==> config.mk <==
export PLATFORM = sky130hd
export DESIGN_NAME = tempo_map_time_conversion
export DESIGN_NICKNAME = d
export VERILOG_FILES = /design/src/hw/rtl/tmtc_pkg.sv /design/src/hw/rtl/tmtc_ram.sv /design/src/hw/rtl/tempo_map_time_conversion.sv
export VERILOG_INCLUDE_DIRS = /design/src /design/src/hw/rtl
export SDC_FILE = /design/constraint.sdc
export NUM_CORES = 2
export LEC_CHECK = 0
export BUFFER_PORTS_ARGS = -buffer_cell sky130_fd_sc_hd__buf_2
export CAP_MARGIN = 0
export CELL_PAD_IN_SITES_DETAIL_PLACEMENT = 0
export CELL_PAD_IN_SITES_GLOBAL_PLACEMENT = 1
export CORE_MARGIN = 2
export CORE_UTILIZATION = 48
export CTS_CLUSTER_DIAMETER = 40
export DETAILED_ROUTE_END_ITERATION = 12
export PLACE_DENSITY = 0.88
export SYNTH_ARGS = -nofsm -noshare
export SYNTH_HDL_FRONTEND = slang
export SYNTH_SLANG_ARGS = --single-unit
==> constraint.sdc <==
create_clock -name clk -period 8.62 [get_ports clk]
set_input_delay 1.724 -clock clk [delete_from_list [all_inputs] [get_ports clk]]
set_output_delay 1.724 -clock clk [all_outputs]
set_load 0.1 [all_outputs]
==> src/hw/rtl/tempo_map_time_conversion_assert.svh <==
// assertion macros for the tempo map block
`ifndef TEMPO_MAP_TIME_CONVERSION_ASSERT_SVH
`define TEMPO_MAP_TIME_CONVERSION_ASSERT_SVH

// same-cycle implication
`define TMTC_ASSERT_NOW(label, clk, rst_n, ante, cons) \
	label: assert property (@(posedge clk) disable iff (!rst_n) (ante) |-> (cons)) \
		else $error("tempo map assertion failed");

// next-cycle implication
`define TMTC_ASSERT_NEXT(label, clk, rst_n, ante, cons) \
	label: assert property (@(posedge clk) disable iff (!rst_n) (ante) |=> (cons)) \
		else $error("tempo map assertion failed");

`endif

==> src/hw/rtl/tmtc_pkg.sv <==
// shared constants and types for the tempo map block
package tmtc_pkg;

	localparam int MAX_ENTRIES = 32;
	localparam int IW = $clog2(MAX_ENTRIES);
	localparam int NW = $clog2(MAX_ENTRIES + 1);
	localparam int DW = 50;
	localparam int CW = $clog2(DW + 1);

	localparam logic [15:0] DEFAULT_BPM = 16'd15360;
	localparam logic [15:0] SEC_PER_BEAT_K = 16'd7680;
	localparam logic [33:0] SECONDS_MAX = 34'h3_FFFF_FFFF;
	localparam logic [31:0] BEATS_MAX = 32'hFFFF_FFFF;

	typedef enum logic [1:0] {
		MODE_LOAD    = 2'd0,
		MODE_BPM     = 2'd1,
		MODE_TO_SEC  = 2'd2,
		MODE_TO_BEAT = 2'd3
	} mode_t;

	typedef enum logic [2:0] {
		ST_OK         = 3'd0,
		ST_FULL       = 3'd1,
		ST_ZERO_BPM   = 3'd2,
		ST_OUT_ORDER  = 3'd3,
		ST_SATURATED  = 3'd4
	} status_t;

endpackage

==> src/hw/rtl/tmtc_ram.sv <==
// generic single-port-write ram with registered read
module tmtc_ram #(
	parameter int WIDTH = 8,
	parameter int DEPTH = 16
) (
	input  logic                     clk,
	input  logic                     we,
	input  logic [$clog2(DEPTH)-1:0] waddr,
	input  logic [WIDTH-1:0]         wdata,
	input  logic                     re,
	input  logic [$clog2(DEPTH)-1:0] raddr,
	output logic [WIDTH-1:0]         rdata
);

	logic [WIDTH-1:0] mem [DEPTH];

	always_ff @(posedge clk) begin
		if (we) begin
			mem[waddr] <= wdata;
		end
		if (re) begin
			rdata <= mem[raddr];
		end
	end

endmodule

==> src/hw/rtl/tempo_map_time_conversion.sv <==
// tempo map: table load and beat, bpm and seconds conversions
//
//  channel   handshake      payload
//  command   start / busy   mode restart_table entry_beat entry_bpm query_beats query_seconds
//  result    done           bpm_out seconds_out beats_out status
//
// a load gives its result the cycle after it is taken and leaves busy low
// a query walks the table one ram read per entry, through fetch, wait and eval states,
// plus the shared restoring divider for each segment time and final quotient
// reset leaves one entry at beat zero, 120 bpm; results cannot be stalled
`include "tempo_map_time_conversion_assert.svh"

module tempo_map_time_conversion (
	input  logic        clk,
	input  logic        arst_n,
	input  logic        start,
	output logic        busy,
	input  logic [1:0]  mode,
	input  logic        restart_table,
	input  logic [31:0] entry_beat,
	input  logic [15:0] entry_bpm,
	input  logic [31:0] query_beats,
	input  logic [33:0] query_seconds,
	output logic        done,
	output logic [15:0] bpm_out,
	output logic [33:0] seconds_out,
	output logic [31:0] beats_out,
	output logic [2:0]  status
);

	typedef enum logic [2:0] {
		S_IDLE, S_FETCH, S_WAITD, S_EVAL, S_DIV, S_POST
	} state_t;

	state_t                   state_q;
	tmtc_pkg::mode_t          mode_q;
	logic [tmtc_pkg::NW-1:0]  n_q;
	logic [tmtc_pkg::NW-1:0]  i_q;
	logic [31:0]              last_beat_q;
	logic [15:0]              bpm0_q;
	logic [31:0]              cur_beat_q;
	logic [15:0]              cur_bpm_q;
	logic                     has_next_q;
	logic                     last_q;
	logic                     fin_q;
	logic [31:0]              qbeat_q;
	logic [33:0]              remain_q;
	logic [51:0]              acc_q;
	logic [tmtc_pkg::DW-1:0]  quot_q;
	logic [15:0]              rem_q;
	logic [15:0]              den_q;
	logic [tmtc_pkg::CW-1:0]  cnt_q;
	logic                     done_q;
	logic [15:0]              bpm_out_q;
	logic [33:0]              seconds_out_q;
	logic [31:0]              beats_out_q;
	tmtc_pkg::status_t        status_q;

	logic                     accept;
	logic                     ld_we;
	tmtc_pkg::status_t        ld_status;
	logic [tmtc_pkg::NW-1:0]  nxt_idx;
	logic [47:0]              rdata;
	logic [31:0]              nb;
	logic [15:0]              nbpm;
	logic [31:0]              top;
	logic [31:0]              seg_len;
	logic [tmtc_pkg::DW-1:0]  seg_num;
	logic [tmtc_pkg::DW-1:0]  fin_num;
	logic [tmtc_pkg::DW-1:0]  prod;
	logic [16:0]              trial;
	logic [50:0]              res;

	assign accept  = start && !busy;
	assign nxt_idx = i_q + tmtc_pkg::NW'(1);
	assign nb      = rdata[47:16];
	assign nbpm    = rdata[15:0];

	// load checks, full before zero bpm before order; a restart checks only zero bpm
	always_comb begin
		ld_we = 1'b0;
		ld_status = tmtc_pkg::ST_OK;
		if (restart_table) begin
			if (entry_bpm == 16'd0) begin
				ld_status = tmtc_pkg::ST_ZERO_BPM;
			end
		end else if (n_q >= tmtc_pkg::NW'(tmtc_pkg::MAX_ENTRIES)) begin
			ld_status = tmtc_pkg::ST_FULL;
		end else if (entry_bpm == 16'd0) begin
			ld_status = tmtc_pkg::ST_ZERO_BPM;
		end else if (entry_beat <= last_beat_q) begin
			ld_status = tmtc_pkg::ST_OUT_ORDER;
		end else begin
			ld_we = 1'b1;
		end
	end

	// entry zero lives in registers, the ram holds entries one and up
	tmtc_ram #(
		.WIDTH(48),
		.DEPTH(tmtc_pkg::MAX_ENTRIES)
	) u_table (
		.clk  (clk),
		.we   (accept && (mode == tmtc_pkg::MODE_LOAD) && ld_we),
		.waddr(n_q[tmtc_pkg::IW-1:0]),
		.wdata({entry_beat, entry_bpm}),
		.re   (state_q == S_FETCH),
		.raddr(nxt_idx[tmtc_pkg::IW-1:0]),
		.rdata(rdata)
	);

	always_comb begin
		top = (has_next_q && (nb < qbeat_q)) ? nb : qbeat_q;
		seg_len = top - cur_beat_q;
		if (mode_q == tmtc_pkg::MODE_TO_BEAT) begin
			seg_len = nb - cur_beat_q;
		end
		// len * 7680 as len * 8192 - len * 512, plus half the divisor
		seg_num = tmtc_pkg::DW'({seg_len, 13'b0}) - tmtc_pkg::DW'({seg_len, 9'b0})
			+ tmtc_pkg::DW'(cur_bpm_q[15:1]);
		prod = {16'b0, remain_q} * {34'b0, cur_bpm_q};
		fin_num = prod + tmtc_pkg::DW'(tmtc_pkg::SEC_PER_BEAT_K[15:1]);
		trial = {rem_q, quot_q[tmtc_pkg::DW-1]};
		res = 51'(cur_beat_q) + 51'(quot_q);
		if (has_next_q && (res > 51'(nb))) begin
			res = 51'(nb);
		end
	end

	always_ff @(posedge clk or negedge arst_n) begin
		if (!arst_n) begin
			state_q <= S_IDLE;
			mode_q <= tmtc_pkg::MODE_LOAD;
			n_q <= tmtc_pkg::NW'(1);
			i_q <= '0;
			last_beat_q <= '0;
			bpm0_q <= tmtc_pkg::DEFAULT_BPM;
			cur_beat_q <= '0;
			cur_bpm_q <= '0;
			has_next_q <= 1'b0;
			last_q <= 1'b0;
			fin_q <= 1'b0;
			qbeat_q <= '0;
			remain_q <= '0;
			acc_q <= '0;
			quot_q <= '0;
			rem_q <= '0;
			den_q <= '0;
			cnt_q <= '0;
			done_q <= 1'b0;
			bpm_out_q <= '0;
			seconds_out_q <= '0;
			beats_out_q <= '0;
			status_q <= tmtc_pkg::ST_OK;
		end else begin
			done_q <= 1'b0;
			unique case (state_q)
				S_IDLE: begin
					if (accept) begin
						mode_q <= tmtc_pkg::mode_t'(mode);
						qbeat_q <= query_beats;
						remain_q <= query_seconds;
						acc_q <= '0;
						i_q <= '0;
						cur_beat_q <= '0;
						cur_bpm_q <= bpm0_q;
						fin_q <= 1'b0;
						if (mode == tmtc_pkg::MODE_LOAD) begin
							done_q <= 1'b1;
							bpm_out_q <= '0;
							seconds_out_q <= '0;
							beats_out_q <= '0;
							status_q <= ld_status;
							if (restart_table && (entry_bpm != 16'd0)) begin
								bpm0_q <= entry_bpm;
								n_q <= tmtc_pkg::NW'(1);
								last_beat_q <= '0;
							end else if (ld_we) begin
								n_q <= n_q + tmtc_pkg::NW'(1);
								last_beat_q <= entry_beat;
							end
						end else begin
							state_q <= S_FETCH;
						end
					end
				end
				S_FETCH: begin
					has_next_q <= nxt_idx < n_q;
					state_q <= (nxt_idx < n_q) ? S_WAITD : S_EVAL;
				end
				S_WAITD: begin
					state_q <= S_EVAL;
				end
				S_EVAL: begin
					case (mode_q)
						tmtc_pkg::MODE_BPM: begin
							if (has_next_q && (nb <= qbeat_q)) begin
								cur_beat_q <= nb;
								cur_bpm_q <= nbpm;
								i_q <= nxt_idx;
								state_q <= S_FETCH;
							end else begin
								done_q <= 1'b1;
								bpm_out_q <= cur_bpm_q;
								seconds_out_q <= '0;
								beats_out_q <= '0;
								status_q <= tmtc_pkg::ST_OK;
								state_q <= S_IDLE;
							end
						end
						tmtc_pkg::MODE_TO_SEC: begin
							last_q <= top >= qbeat_q;
							if (top > cur_beat_q) begin
								quot_q <= seg_num;
								rem_q <= '0;
								den_q <= cur_bpm_q;
								cnt_q <= tmtc_pkg::CW'(tmtc_pkg::DW);
								state_q <= S_DIV;
							end else begin
								quot_q <= '0;
								state_q <= S_POST;
							end
						end
						default: begin
							rem_q <= '0;
							cnt_q <= tmtc_pkg::CW'(tmtc_pkg::DW);
							state_q <= S_DIV;
							if (has_next_q) begin
								quot_q <= seg_num;
								den_q <= cur_bpm_q;
							end else begin
								fin_q <= 1'b1;
								quot_q <= fin_num;
								den_q <= tmtc_pkg::SEC_PER_BEAT_K;
							end
						end
					endcase
				end
				S_DIV: begin
					// one restoring step per cycle
					if (trial >= {1'b0, den_q}) begin
						rem_q <= 16'(trial - {1'b0, den_q});
						quot_q <= {quot_q[tmtc_pkg::DW-2:0], 1'b1};
					end else begin
						rem_q <= trial[15:0];
						quot_q <= {quot_q[tmtc_pkg::DW-2:0], 1'b0};
					end
					cnt_q <= cnt_q - tmtc_pkg::CW'(1);
					if (cnt_q == tmtc_pkg::CW'(1)) begin
						state_q <= S_POST;
					end
				end
				S_POST: begin
					if (mode_q == tmtc_pkg::MODE_TO_SEC) begin
						if (last_q) begin
							done_q <= 1'b1;
							bpm_out_q <= '0;
							beats_out_q <= '0;
							if ((acc_q + 52'(quot_q)) > 52'(tmtc_pkg::SECONDS_MAX)) begin
								seconds_out_q <= tmtc_pkg::SECONDS_MAX;
								status_q <= tmtc_pkg::ST_SATURATED;
							end else begin
								seconds_out_q <= 34'(acc_q + 52'(quot_q));
								status_q <= tmtc_pkg::ST_OK;
							end
							state_q <= S_IDLE;
						end else begin
							acc_q <= acc_q + 52'(quot_q);
							cur_beat_q <= nb;
							cur_bpm_q <= nbpm;
							i_q <= nxt_idx;
							state_q <= S_FETCH;
						end
					end else if (fin_q) begin
						done_q <= 1'b1;
						bpm_out_q <= '0;
						seconds_out_q <= '0;
						if (res > 51'(tmtc_pkg::BEATS_MAX)) begin
							beats_out_q <= tmtc_pkg::BEATS_MAX;
							status_q <= tmtc_pkg::ST_SATURATED;
						end else begin
							beats_out_q <= res[31:0];
							status_q <= tmtc_pkg::ST_OK;
						end
						state_q <= S_IDLE;
					end else if (tmtc_pkg::DW'(remain_q) <= quot_q) begin
						fin_q <= 1'b1;
						quot_q <= fin_num;
						rem_q <= '0;
						den_q <= tmtc_pkg::SEC_PER_BEAT_K;
						cnt_q <= tmtc_pkg::CW'(tmtc_pkg::DW);
						state_q <= S_DIV;
					end else begin
						remain_q <= 34'(tmtc_pkg::DW'(remain_q) - quot_q);
						cur_beat_q <= nb;
						cur_bpm_q <= nbpm;
						i_q <= nxt_idx;
						state_q <= S_FETCH;
					end
				end
				default: begin
					state_q <= S_IDLE;
				end
			endcase
		end
	end

	assign busy        = state_q != S_IDLE;
	assign done        = done_q;
	assign bpm_out     = bpm_out_q;
	assign seconds_out = seconds_out_q;
	assign beats_out   = beats_out_q;
	assign status      = status_q;

	`TMTC_ASSERT_NOW(a_done_idle, clk, arst_n, done, !busy)
	`TMTC_ASSERT_NEXT(a_query_busy, clk, arst_n, accept && (mode != tmtc_pkg::MODE_LOAD), busy)
	`TMTC_ASSERT_NOW(a_fill_range, clk, arst_n, 1'b1,
		(n_q >= tmtc_pkg::NW'(1)) && (n_q <= tmtc_pkg::NW'(tmtc_pkg::MAX_ENTRIES)))

endmodule
## Word-level counts from Yosys, hierarchy flattened

Memory sizes are Yosys's and may differ from the RTL's. A register that Yosys moved wholly into a read port is not among the register bits.
Index checks and enable logic that the tools add are counted.

| word-level totals | value |
|---|---|
| memory bits (writable) | 1536 |
| word-level logic and storage cells | 254 |
| memory bits (read-only) | 0 |
| bits in latches | 0 |
| output and inout bits | 87 |
| register bits after elaboration | 408 |
| memories kept | 1 |

| cells by class | value |
|---|---|
| order comparisons | 12 |
| divide/modulo/power cells | 0 |
| multiplexer cells | 142 |
| equal/unequal tests | 31 |
| add/subtract/negate cells | 12 |
| reduce and logical (&&, ||, !) cells | 32 |
| shift operators | 0 |
| $mul | 1 |
| bitwise operators | 0 |

Memories:

| name | words | width | rd ports | clocked after Yosys merged registers in | write ports | RTL line | RTL |
|---|---|---|---|---|---|---|---|
| u_table.mem | 32 | 48 | 1 | 1 | 1 | tmtc_ram.sv:15 | `logic [WIDTH-1:0] mem [DEPTH];` |

Operator list:

| kind | count |
|---|---|
| $mux W32 | 19 |
| $mux W34 | 12 |
| $mux W16 | 24 |
| $mux W50 | 5 |
| $pmux W32 S3 | 2 |
| $mux W52 | 3 |
| $pmux W50 S3 | 1 |
| $pmux W16 S3 | 3 |
| $pmux W52 S2 | 1 |
| $pmux W34 S3 | 1 |
| $pmux W50 S2 | 1 |
| $pmux W16 S2 | 3 |
| $mux W6 | 13 |
| $pmux W34 S2 | 1 |
| $le A32 B32 Y1 | 2 |
| $sub A32 B32 Y32 | 2 |
| $add A52 B50 Y52 | 1 |
| $gt A52 B34 Y1 const B | 1 |
| $add A32 B50 Y51 | 1 |
| $gt A51 B32 Y1 | 1 |
| $gt A51 B32 Y1 const B | 1 |
| $mux W51 | 1 |
| $add A50 B12 Y50 const B | 1 |
| $le A34 B50 Y1 | 1 |
| 45 further kinds | 129 |

## Depth between registers and ports, before layout

| depth | value |
|---|---|
| depth in word-level cells | 10 |
| depth in mapped cells | 46 |
| gate-level depth less buffers | 44 |

## Modules after synthesis

Synthesis repeated with hierarchy kept, for this count alone.

| unflattened totals | value |
|---|---|
| cells, all modules | 9655 |
| area total of the unflattened synthesis | 113323.7 µm² |

By module, submodules not included:

| module | cells an instance | area an instance (µm²) | sequential area each (µm²) | times used |
|---|---|---|---|---|
| tmtc_ram | 3364 | 61203.7 | 47565.6 | 1 |
| tempo_map_time_conversion | 6291 | 52120.0 | 10216.0 | 1 |

## Least setup slack after synthesis

No wires, ideal clock.

| timing path | value |
|---|---|
| kind | register to register |
| from | register u_table.rdata[17], read port of u_table.mem |
| to | register quot_q[43] (netlist bit) |
| setup slack | 0.301 ns |
| arrival time | 8.177 ns |
| path buffers | 4 |
| stages on the path, launching flop included | 44 |
| clock period less this slack | 8.319 ns |
| cell sequence | edfxtp_1 -> ha_1 -> nor2b_1 -> o21a_1 -> o21a_1 -> o21a_1 -> o21a_1 -> o21a_1 -> o21a_1 -> o21ai_0 -> o211ai_1 -> a211o_1 -> clkbuf_1 -> clkbuf_1 -> nand2_1 -> o21ai_0 -> ha_1 -> and2_1 -> [... 8 more ...] -> nand2_1 -> nand2_1 -> inv_1 -> ha_1 -> and2_1 -> clkbuf_1 -> nand3_1 -> a2111oi_0 -> o311ai_1 -> nor4_1 -> nand4_1 -> or2_1 -> or3_1 -> buf_2 -> nor3_4 -> or4b_1 -> xnor2_1 -> o221ai_1 |

| between the ends | value |
|---|---|
| cells in the longest elaborated chain, start to end | 10 |
| elaborated cells between the ends (all ways) | 13 |

RTL lines:

| item | RTL line | RTL |
|---|---|---|
| from (decl) | tmtc_ram.sv:12 | `output logic [WIDTH-1:0] rdata` |
| $lt A32 B32 Y1 | tempo_map_time_conversion.sv:113 | `top = (has_next_q && (nb < qbeat_q)) ? nb : qbeat_q;` |
| $logic_and A1 B1 Y1 | tempo_map_time_conversion.sv:113 |  |
| $mux W32 | tempo_map_time_conversion.sv:113 |  |
| $sub A32 B32 Y32 | tempo_map_time_conversion.sv:114 | `seg_len = top - cur_beat_q;` |
| $mux W32 | tempo_map_time_conversion.sv:115 | `if (mode_q == tmtc_pkg::MODE_TO_BEAT) begin` |
| $sub A45 B41 Y46 | tempo_map_time_conversion.sv:119 | `seg_num = tmtc_pkg::DW'({seg_len, 13'b0}) - tmtc_pkg::DW'({seg_len, 9'b0})` |
| $add A46 B16 Y47 | tempo_map_time_conversion.sv:120 | `+ tmtc_pkg::DW'(cur_bpm_q[15:1]);` |
| $mux W50 (on tied branches) | tempo_map_time_conversion.sv:228, tempo_map_time_conversion.sv:213 |  |
| $pmux W50 S2 (*) | tempo_map_time_conversion.sv:195 | `case (mode_q)` |
| $pmux W50 S3 (*) | tempo_map_time_conversion.sv:157 | `unique case (state_q)` |
| to (signal assigned) | tempo_map_time_conversion.sv:229 | `quot_q <= seg_num;` |
| to (signal assigned) | tempo_map_time_conversion.sv:233 | `quot_q <= fin_num;` |
| to (signal assigned) | tempo_map_time_conversion.sv:243 | `quot_q <= {quot_q[tmtc_pkg::DW-2:0], 1'b1};` |
| to (decl) | tempo_map_time_conversion.sv:49 | `logic [tmtc_pkg::DW-1:0] quot_q;` |

Mark *: on every way between the ends. The rest lies on a longest branch, timed or not.
A chain may end at the register's enable or synchronous reset.

## Final worst setup path

Ends and elaborated chain as after synthesis.

==> impl_metrics.csv <==
group,metric,value,unit
global_routing,grt_use_total,30.4,%
logic_synthesis,ys_top_cells_by_area,"edfxtp_1 (42%), mux4_2 (9.7%), dfrtp_1 (9.0%)",
logic_synthesis,synth_top_cell_by_area,"edfxtp_1",
run_status,status,"completed",
sta,unrepaired_setup_endpoints_after_global_routing,"yes",
route,detailroute.wirelength.met3,36500,microns
sta,period_needed,8.46,ns
route,totalWireLength,363000,microns
route,topRoutingLayerUsed,"met5",
setup_path,end_kind,"register",
floorplanning,start_util,48.2,%
logic_synthesis,post_synthesis_average_cell_area,12.8,sq um
sta,slew-limit-headroom,17.8,%
layout,layout.cells.most_common,"edfxtp_1",
clock_network,clkSinkCount,1992,
setup_path,crit_path_max_fanout,5,
clock_network,cts.reportedPaths.clkPinSlew,0.06,ns
setup_path,crit_path_start_kind,"register",
logic_synthesis,synth_sequential_area_ratio,51.6,%
global_routing,grt_pass1_wl,531000,microns
setup_path,cpMaxStageDelayCell,"or4b_4",
sta,finalHoldViolCount,0,
logic_synthesis,syn_nets,9865,
logic_synthesis,synth_edf_count,1584,
floorplanning,die-width,487,microns
route,drc,0,
setup_path,timing.critical_path.max_delay_family,"compound AO/OA/AOI/OAI gates",
floorplanning,core.rowCount,177,
route,wl_met1,127000,microns
logic_synthesis,post_synthesis_cell_area,112000,sq um
layout,multiInputGateArea,50700,sq um
sta,max_clock_freq,118,MHz
hold_path,min_delay_worst_endpoint,"bpm_out[15]",
clock_network,numCtsBuffers,239,
logic_synthesis,yosys.cell_types.count,107,
floorplanning,ioPinCount,207,
global_routing,initial_antenna_violation_count,38,
route,detailroute.via_count,78800,
layout,layout.area.seq,57800,sq um
logic_synthesis,ys_seq_elements,1992,
hold_path,hold_path_class,"reg -> reg",
place,place.port_buffers,206,
floorplanning,die_height,487,microns
setup_path,critical_path.most_common_cell,"o21a_1",
layout,post_route_cells_drive_above_1_share,18.8,%
logic_synthesis,ys_dominant_reg_cell,"edfxtp_1",
global_routing,via_count_of_the_first_global_routing_pass,80300,
layout,final-instance-count-excl-fill,12500,
sta,fin_crit_sh,98.2,%
place,dpl_worst_slack,-0.0572,ns
setup_path,timing.reg2reg.setup_slack,0.16,ns
clock_network,post_cts_hold_fix_bufs,0,
route,dr.pass1.iters,9,
layout,final_core_occ,55.3,%
logic_synthesis,yosysTopAreaCellShare,42.5,%
logic_synthesis,synth.yosys.warnings,0,
floorplanning,core_area,232000,sq um
sta,timing.final.setup_violations,0,
setup_path,worst_setup_path_startpoint,"u_table.rdata[17]",
sta,setup_total_negative_slack,0,ns
setup_path,crit-reg2reg-capture,"quot_q[43]",
setup_path,worstSetupPathType,"reg -> reg",
route,detail_route.wl_per_cell,29.0,microns
sta,timing.final.max_slew_violations,0,
clock_network,clock_path_buffers,3,
setup_path,critPathArrivalTime,9.19,ns
logic_synthesis,syn_inst,8772,
clock_network,clk_root_buffer_cell,"clkbuf_16",
setup_path,depth_of_the_worst_register_to_register_path,38,
route,routed_via_density,6.30,
setup_path,r2r_start,"u_table.rdata[17]",
layout,fin_nets,10300,
clock_network,h-tree-depth,4,
setup_path,required,9.35,ns
logic_synthesis,synth_async_sr_flop_share,20.5,%
sta,postLayoutSetupSlackWorst,0.156,ns
floorplanning,floorplan.die_area,237000,sq um
sta,clock-skew-final,0.117,ns
layout,area_growth_from_synthesis_to_layout,14.7,%
clock_network,clkLatencyLatePin,0.93,ns
layout,mostFrequentLayoutCells,"edfxtp_1 (1,584), nand2_1 (1,128), inv_1 (808)",
global_routing,grt_max_degree,151,
route,drt_iter0_drc,9119,
route,detailroute.wirelength.met2,176000,microns
place,dp_hpwl,229000,microns
place,dpl.cell_count,12000,
setup_path,critical-path-max-stage-delay,0.50,ns
sta,tightestPinTransition,1.23,ns
layout,fill_cells,18100,
setup_path,cp_num_buf_inv,4,
hold_path,min_from,"bpm_out[15]",
place,gp_routability_congestion,1.00,
clock_network,tritoncts_clock_tree,"built",
run,max_cap_viols,0,
route,ant_nets,0,
hold_path,hold-path-cell-count,2,
global_routing,global_route.overflow_total,0,
## stage by stage
stage	hold slack, ns	area (sq um)
detailed placement	0.450	119000
CTS	0.462	128000
floorplan	0.439	112000
global placement	0.449	119000
finish	0.459	128000
global route	0.492	128000
## synth_stat cells (10+ instances only)
library cell and instances:
edfxtp_1 1584, nand2_1 1137, inv_1 811, ha_1 516, mux4_2 480, fa_1 457
dfrtp_1 403, o21ai_0 380, a21oi_1 367, clkbuf_1 351, nor2_1 343, a21o_1 196
and2_1 193, xnor2_1 172, nand3_1 148, xor2_1 87, nand4_1 71, nor3_1 69
a31oi_1 67, nand2b_1 65, nor2b_1 57, buf_1 56, o31ai_1 55, o21a_1 48
mux2i_1 47, a22o_1 39, and3_1 39, o221ai_1 39, a211oi_1 38, o21bai_1 37
nor4_1 33, a221oi_1 24, o211ai_1 22, a21boi_0 21, o21ai_1 20, a222oi_1 19
or3_1 16, or2_2 15, a211o_1 12, a221o_1 12, buf_2 12, nand3b_1 12
a2111oi_0 11, nor3b_1 10
## cells by family (layout without fill, tap and decap cells)
logic type	count (synthesis)	after routing	share of synthesized area [%]
and+or+nand+nor	2243	2243	9.11
DFF	1992	1992	51.6
AOI/OAI and AO/OA	1527	1528	8.93
buffers and inverters	1235	1915	4.16
adders and majority gates	976	976	14.0
muxes	538	538	10.2
xor gates and xnor gates	261	261	2.05
other	0	11	0
## tightest hold or removal path, delay by kind of cell (launching register included)
family	cells	cell delay, ns
DFF	1	0.33
and+or+nand+nor	2	0.10
## per-layer routing
layer  global-route usage [%]  vias up
met2                     50.0     5042
met1                     36.6    39600
met4                     17.4       34
met5                        0        -
li1                         -    32900
met3                     7.32     1240
## worst max path at each step
| stage | endpoint | slack, ns | depth (start not counted) |
|---|---|---|---|
| floorplan | quot_q[43] | 0.30 | 43 |
| global placement | quot_q[44] | 0.08 | 43 |
| detailed placement | quot_q[44] | -0.06 | 42 |
| CTS | quot_q[43] | 0.004 | 43 |
| global route | quot_q[43] | -0.15 | 38 |
| finish | quot_q[43] | 0.16 | 38 |
## registers in the layout, indices dropped and copies added (netlist names), 32 cells and up
signal,count
u_table.mem,1536
acc_q,52
quot_q,50
u_table.rdata,48
remain_q,34
seconds_out,34
beats_out,32
cur_beat_q,32
last_beat_q,32
qbeat_q,32
## timing repair
action	CTS	global route
endpoints found under the setup margin	4	22
resized for setup	9	162
endpoints found under the hold margin	0	0
setup buffers	0	19
pin swaps	0	64
cloned	0	1
## cell type report
class	count	area share [%]
multi-input cells	5546	39.4
repair buffers	645	3.62
clock inverters	183	1.74
flip-flops and latches	1992	45.0
clock buffers	274	4.86
well taps	3043	2.96
inverters	813	2.38
diodes	11	0.0214
Power is not shown: default switching activity piles up to over one toggle a cycle in this logic, so the estimate is an artifact.
